$ cat src/hdl/sdms_pkg.sv
// Shared constants for the stable descending merge sorter.
// No dependencies; imported by sdms_bank and the top level.
`timescale 1ns / 1ps
`default_nettype none

package sdms_pkg;

   localparam int SDMS_MAX_ITEMS = 64;   // default set capacity
   localparam int SDMS_KEY_BITS  = 32;   // default key width
   localparam int SLOT_BITS      = 6;    // width of the arrival position

endpackage : sdms_pkg

`default_nettype wire

$ cat src/hdl/sdms_bank.sv
// Entry store of the sorter: one write port, two registered read ports.
// Depends on sdms_pkg for parameter defaults.
`timescale 1ns / 1ps
`default_nettype none

module sdms_bank
   import sdms_pkg::*;
#(
   parameter int DEPTH = SDMS_MAX_ITEMS,
   parameter int DW    = SDMS_KEY_BITS + SLOT_BITS
) (
   input  wire logic                       clock,
   input  wire logic                       wr_en,
   input  wire logic [$clog2(DEPTH)-1:0]   wr_addr,
   input  wire logic [DW-1:0]              wr_data,
   input  wire logic [$clog2(DEPTH)-1:0]   rd_addr_l,
   input  wire logic [$clog2(DEPTH)-1:0]   rd_addr_r,
   output logic      [DW-1:0]              rd_data_l,
   output logic      [DW-1:0]              rd_data_r
);

   logic [DW-1:0] store_ff [DEPTH];
   logic [DW-1:0] rd_l_ff;
   logic [DW-1:0] rd_r_ff;

   always_ff @(posedge clock) begin
      if (wr_en) begin
         store_ff[wr_addr] <= wr_data;
      end
      rd_l_ff <= store_ff[rd_addr_l];
      rd_r_ff <= store_ff[rd_addr_r];
   end

   assign rd_data_l = rd_l_ff;
   assign rd_data_r = rd_r_ff;

endmodule : sdms_bank

`default_nettype wire

$ cat config.mk
export PLATFORM = sky130hd
export DESIGN_NAME = sdms_bank
export DESIGN_NICKNAME = d
export VERILOG_FILES = /design/src/hdl/sdms_pkg.sv /design/src/hdl/sdms_bank.sv
export SDC_FILE = /design/constraint.sdc
export NUM_CORES = 2
export LEC_CHECK = 0
export BUFFER_PORTS_ARGS = -buffer_cell sky130_fd_sc_hd__buf_2
export CORE_MARGIN = 2
export CORE_UTILIZATION = 55
export CTS_BUF_LIST = sky130_fd_sc_hd__clkbuf_8
export DETAILED_ROUTE_END_ITERATION = 10
export GPL_TIMING_DRIVEN = 0
export MAX_ROUTING_LAYER = met4
export PLACE_DENSITY = 0.71
export SKIP_CTS_REPAIR_TIMING = 1
export SLEW_MARGIN = 15
export SYNTH_ARGS = -nofsm -noshare
export SYNTH_HDL_FRONTEND = slang
export SYNTH_SLANG_ARGS = --single-unit
export TNS_END_PERCENT = 30
$ cat constraint.sdc
create_clock -name clock -period 7.9 [get_ports clock]
set_input_delay 1.58 -clock clock [delete_from_list [all_inputs] [get_ports clock]]
set_output_delay 1.58 -clock clock [all_outputs]
set_load 0.05 [all_outputs]
==> metrics list <==
- Weighted congestion reported at the end of routability-driven placement: 1.08
- The first global-routing pass estimated 618000 µm of wire.
- Count of max-cap constraint violations: 0
- Crit path capture type: flop
- Row generation in the floorplan step produced 166 rows.
- In this run the tightest slew margin relative to its limit is 3.47%.
* Tmin final: 5890 ps
* Power share of the sequential group: 50.6%
- The post-route netlist has 43.8% of its cells at a drive strength greater than 1.
* Largest net degree at the start of global routing: 65
- Combinational cells account for 11.7% of the total power.
* Clock tree from TritonCTS: done
* Fraction of the mapped netlist area in compound gates: 1.54%
* Routed length per placed instance: 53.9 µm
- In this run the remaining antenna-violating nets after routing total 0.
- Total Routing Usage GR: 47.2%
- HPWL Detailed: 331000 µm
* Internal power: 21.4 mW
- Counting every instance in the synthesized netlist gives 5076.
- The count of endpoints failing hold in the final timing report is 0.
- Data arrives at the worst endpoint at 6800 ps.
- End-of-flow core utilization: 63.5%
* Main combinational cell family by area after synthesis: multiplexers
- Static power due to leakage: 41.7 nW
* Fraction of registers with async set or reset after synthesis: 0%
- Final setup violation count: 0
* Clock network latency to the later pin of the worst-skew pair: 1170 ps
- Power spread over the standard cell area amounts to 225 mW/mm².
- After layout, the worst path uses 74.5% of the clock period.
- After synthesis, the netlist uses 38 different library cells.
- Synthesized Nets: 5134
- The tree is rooted in a clkbuf_8.
- Primary FF master, synth: edfxtp_1
- Setup CP Type: primary input to flop
- Vias per cell: 7.99
- Synthesized cell area: 0.114 mm²
* Number of violations reported at the end of detailed-routing iteration 0: 15300
* TritonCTS Buffers: 415
- Effective utilization at floorplan: 55.4%
- Cell type contributing the most total cell area after synthesis: edfxtp_1
- Summing the areas of all and, or, nand and nor instances in the mapped netlist gives 1.19% of the synthesized area.
- Proportion of power drawn by the clock network: 37.7%
- Layout overhead on the synthesized area: 14.7%
* CP Launch Type: primary input
- Post-synthesis sequential element count: 2508
- The first TritonRoute pass finished after 9 iterations.
- The longest clock path from root to sink contains 4 buffers.
* Max incr delay on CP: 960 ps
- Switching Power: 7.81 mW
- The tree built by TritonCTS fans out to 2508 sinks.
- Among the stages of the critical path, the cell type that occurs most often is buf_2.
* Hold WC Path Type: primary input to flop
- Worst ir drop on vdd: 0.000195 V
* Share of total power consumed by net switching: 26.7%
* Core Area: 0.205 mm²
* Ordered cell list for the critical path: buf_2, buf_2, buf_4, buf_4, buf_2, buf_2, mux4_2, a22oi_1, nand2_1
- Of the total synthesized cell area, the portion taken by full adders, half adders and majority gates is 0%.
- Clock transition at the registers of the reported paths: 60 ps
* Via total after detailed routing: 70800
* Die Wd: 458 µm
* Max Clock Freq: 170 MHz
* Accumulated negative setup slack: 0 ps
- After the last flow step, the layout net total stands at 5862.
- Sequential elements use 65.7% of the synthesized area.
* Detailed-route wire length: 477000 µm
- Number of synthesis warnings: 0
- In this run the count of I/O pins placed on the die edge is 134.
- Share of the synthesized area in the top cell type: 64.3%
- Fin. max-slew vios: 0
* Fraction of synthesized area in multiplexers: 29.9%
* Clock skew after layout: 76.1 ps
* Avg Inst Size Synth: 22.4 µm²
- Setup repair after global routing left no endpoint under its margin.
* Total congestion overflow after global routing: 0
- Die area: 0.210 mm²
* Number of antenna violations at the first check in global routing: 57
- Counting flops with a built-in enable in the synthesized netlist gives 2432.
- Top cells by area in the synthesized netlist: edfxtp_1 64%, mux4_2 28%, mux2i_1 1.4%
- Post-synthesis xor/xnor area fraction: 0%
* Slew of the pin with the lowest slew margin: 1450 ps
- Port Buf Inserts: 121
* Result of the run: finished clean
- Die Height: 458 µm
- Via count of the first global-routing pass: 67000
* CP max-delay cell: a22oi_1
* Depth of the CTS H-tree: 5
- Max FO, Critical Path: 12
* Post-route DRC violation count: 0
* Required time at the worst-slack endpoint: 8820 ps
[cell usage after synthesis, types with 2 or more instances]
| cell type | instances |
|---|---|
| mux2_2 | 43 |
| mux4_2 | 1415 |
| nand4_1 | 2 |
| nor2b_1 | 47 |
| nand3_1 | 22 |
| o22ai_1 | 11 |
| buf_6 | 13 |
| mux2i_1 | 159 |
| or3b_2 | 2 |
| buf_2 | 158 |
| a21oi_1 | 45 |
| nand2_1 | 119 |
| nor2_1 | 80 |
| a211oi_1 | 47 |
| buf_4 | 34 |
| o21ai_0 | 4 |
| a22oi_1 | 86 |
| o211ai_1 | 41 |
| nand3b_1 | 4 |
| clkbuf_1 | 152 |
| dfxtp_1 | 76 |
| and2_1 | 2 |
| a22o_1 | 2 |
| edfxtp_1 | 2432 |
| o221a_2 | 4 |
| a221o_1 | 2 |
| nand2b_1 | 15 |
| buf_1 | 48 |
| nor3_1 | 2 |
[power by group through the flow]
stage / combinational (mW) / sequential (mW) / clock [mW]
after floorplan: 1.40 / 15.3 / 0
after global placement: 3.12 / 15.1 / 0
after detailed placement: 3.23 / 15.1 / 0
after CTS: 3.23 / 14.8 / 10.9
after global routing: 3.35 / 14.8 / 11.5
final: 3.43 / 14.8 / 11.0
[sequential cells by signal, summed over array words and instances (netlist names)]
| register | cells |
|---|---|
| rd_data_l | 38 |
| rd_data_r | 38 |
| store_ff | 2432 |
[worst max-delay path, delay by kind of cell]
| family | cells | cell delay, ps |
|---|---|---|
| multiplexers | 1 | 580 |
| AO/OA/AOI/OAI | 1 | 960 |
| AND/OR/NAND/NOR | 1 | 290 |
| buffers and inverters | 6 | 3310 |
[path summary, 6_finish.rpt]
check	startpoint	end	slack, ps	cells past startpoint
worst max-delay path	rd_addr_l[0]	rd_data_l[5]$_DFF_P_	2010	9
worst min-delay path	wr_data[25]	store_ff[14][25]$_DFFE_PP_	890	1
worst max register to register	store_ff[63][12]$_DFFE_PP_	rd_data_l[12]$_DFF_P_	4680	4
worst min register to register	store_ff[8][20]$_DFFE_PP_	rd_data_l[20]$_DFF_P_	960	4
[placed cells by master (no fill, tap or decap), types with 4 or more instances in the layout]
cell type	count
a211oi_2	22
mux2i_1	158
nand2b_1	15
nand2_1	119
clkinv_2	46
clkinv_1	89
nor2_1	17
buf_1	11
nand3b_1	4
o21ai_0	4
a22oi_1	83
diode_2	63
clkbuf_8	433
clkinvlp_4	6
edfxtp_1	2432
a21oi_1	45
o211ai_1	41
mux2_2	43
buf_6	22
clkbuf_1	96
nor2_4	62
buf_16	84
o221a_2	4
nor2b_1	47
bufinv_16	18
mux4_2	1415
buf_4	89
dfxtp_1	76
nand3_1	22
buf_12	74
buf_2	279
o22ai_1	11
clkbuf_2	58
a211oi_1	25
inv_1	127
[routing by layer]
layer	vias to the layer above	global-route usage, %	part of all wire [%]	routed length [µm]
met2	7940	63.2	42	203000
li1	24200	-	-	-
met4	0	34.9	9.4	44600
met1	36800	55.4	31	148000
met5	-	-	0	0
met3	1828	22.2	17	82400
[logic make-up (layout without fill, tap and decap cells)]
family,Yosys count,count (layout)
mux,1617,1617
simple gates,298,298
buf+inv,406,1440
flops,2508,2508
other cells,0,63
compound gates,247,247
[layout make-up]
cell class | instances | area (µm²)
Antenna cell | 63 | 158
Buffer | 405 | 2060
Clock buffer | 433 | 5960
Clock inverter | 290 | 1670
Fill cell | 13600 | 74800
Inverter | 1 | 3.75
Multi-Input combinational cell | 2162 | 37600
Sequential cell | 2508 | 74600
Tap cell | 2688 | 3360
Timing Repair Buffer | 311 | 4780
[stage by stage]
stage	setup WS [ps]	area, µm²	hold slack [ps]	total power, mW	cells
6_report	2010	130000	885	29.2	8861
5_1_grt	2460	130000	882	29.6	8837
4_1_cts	2550	130000	843	29.0	8795
3_5_place_dp	1390	122000	914	18.3	8072
3_3_place_gp	-1340	118000	903	18.2	7885
2_1_floorplan	2710	114000	799	16.7	5076
Power figures use the tool's default switching activity.
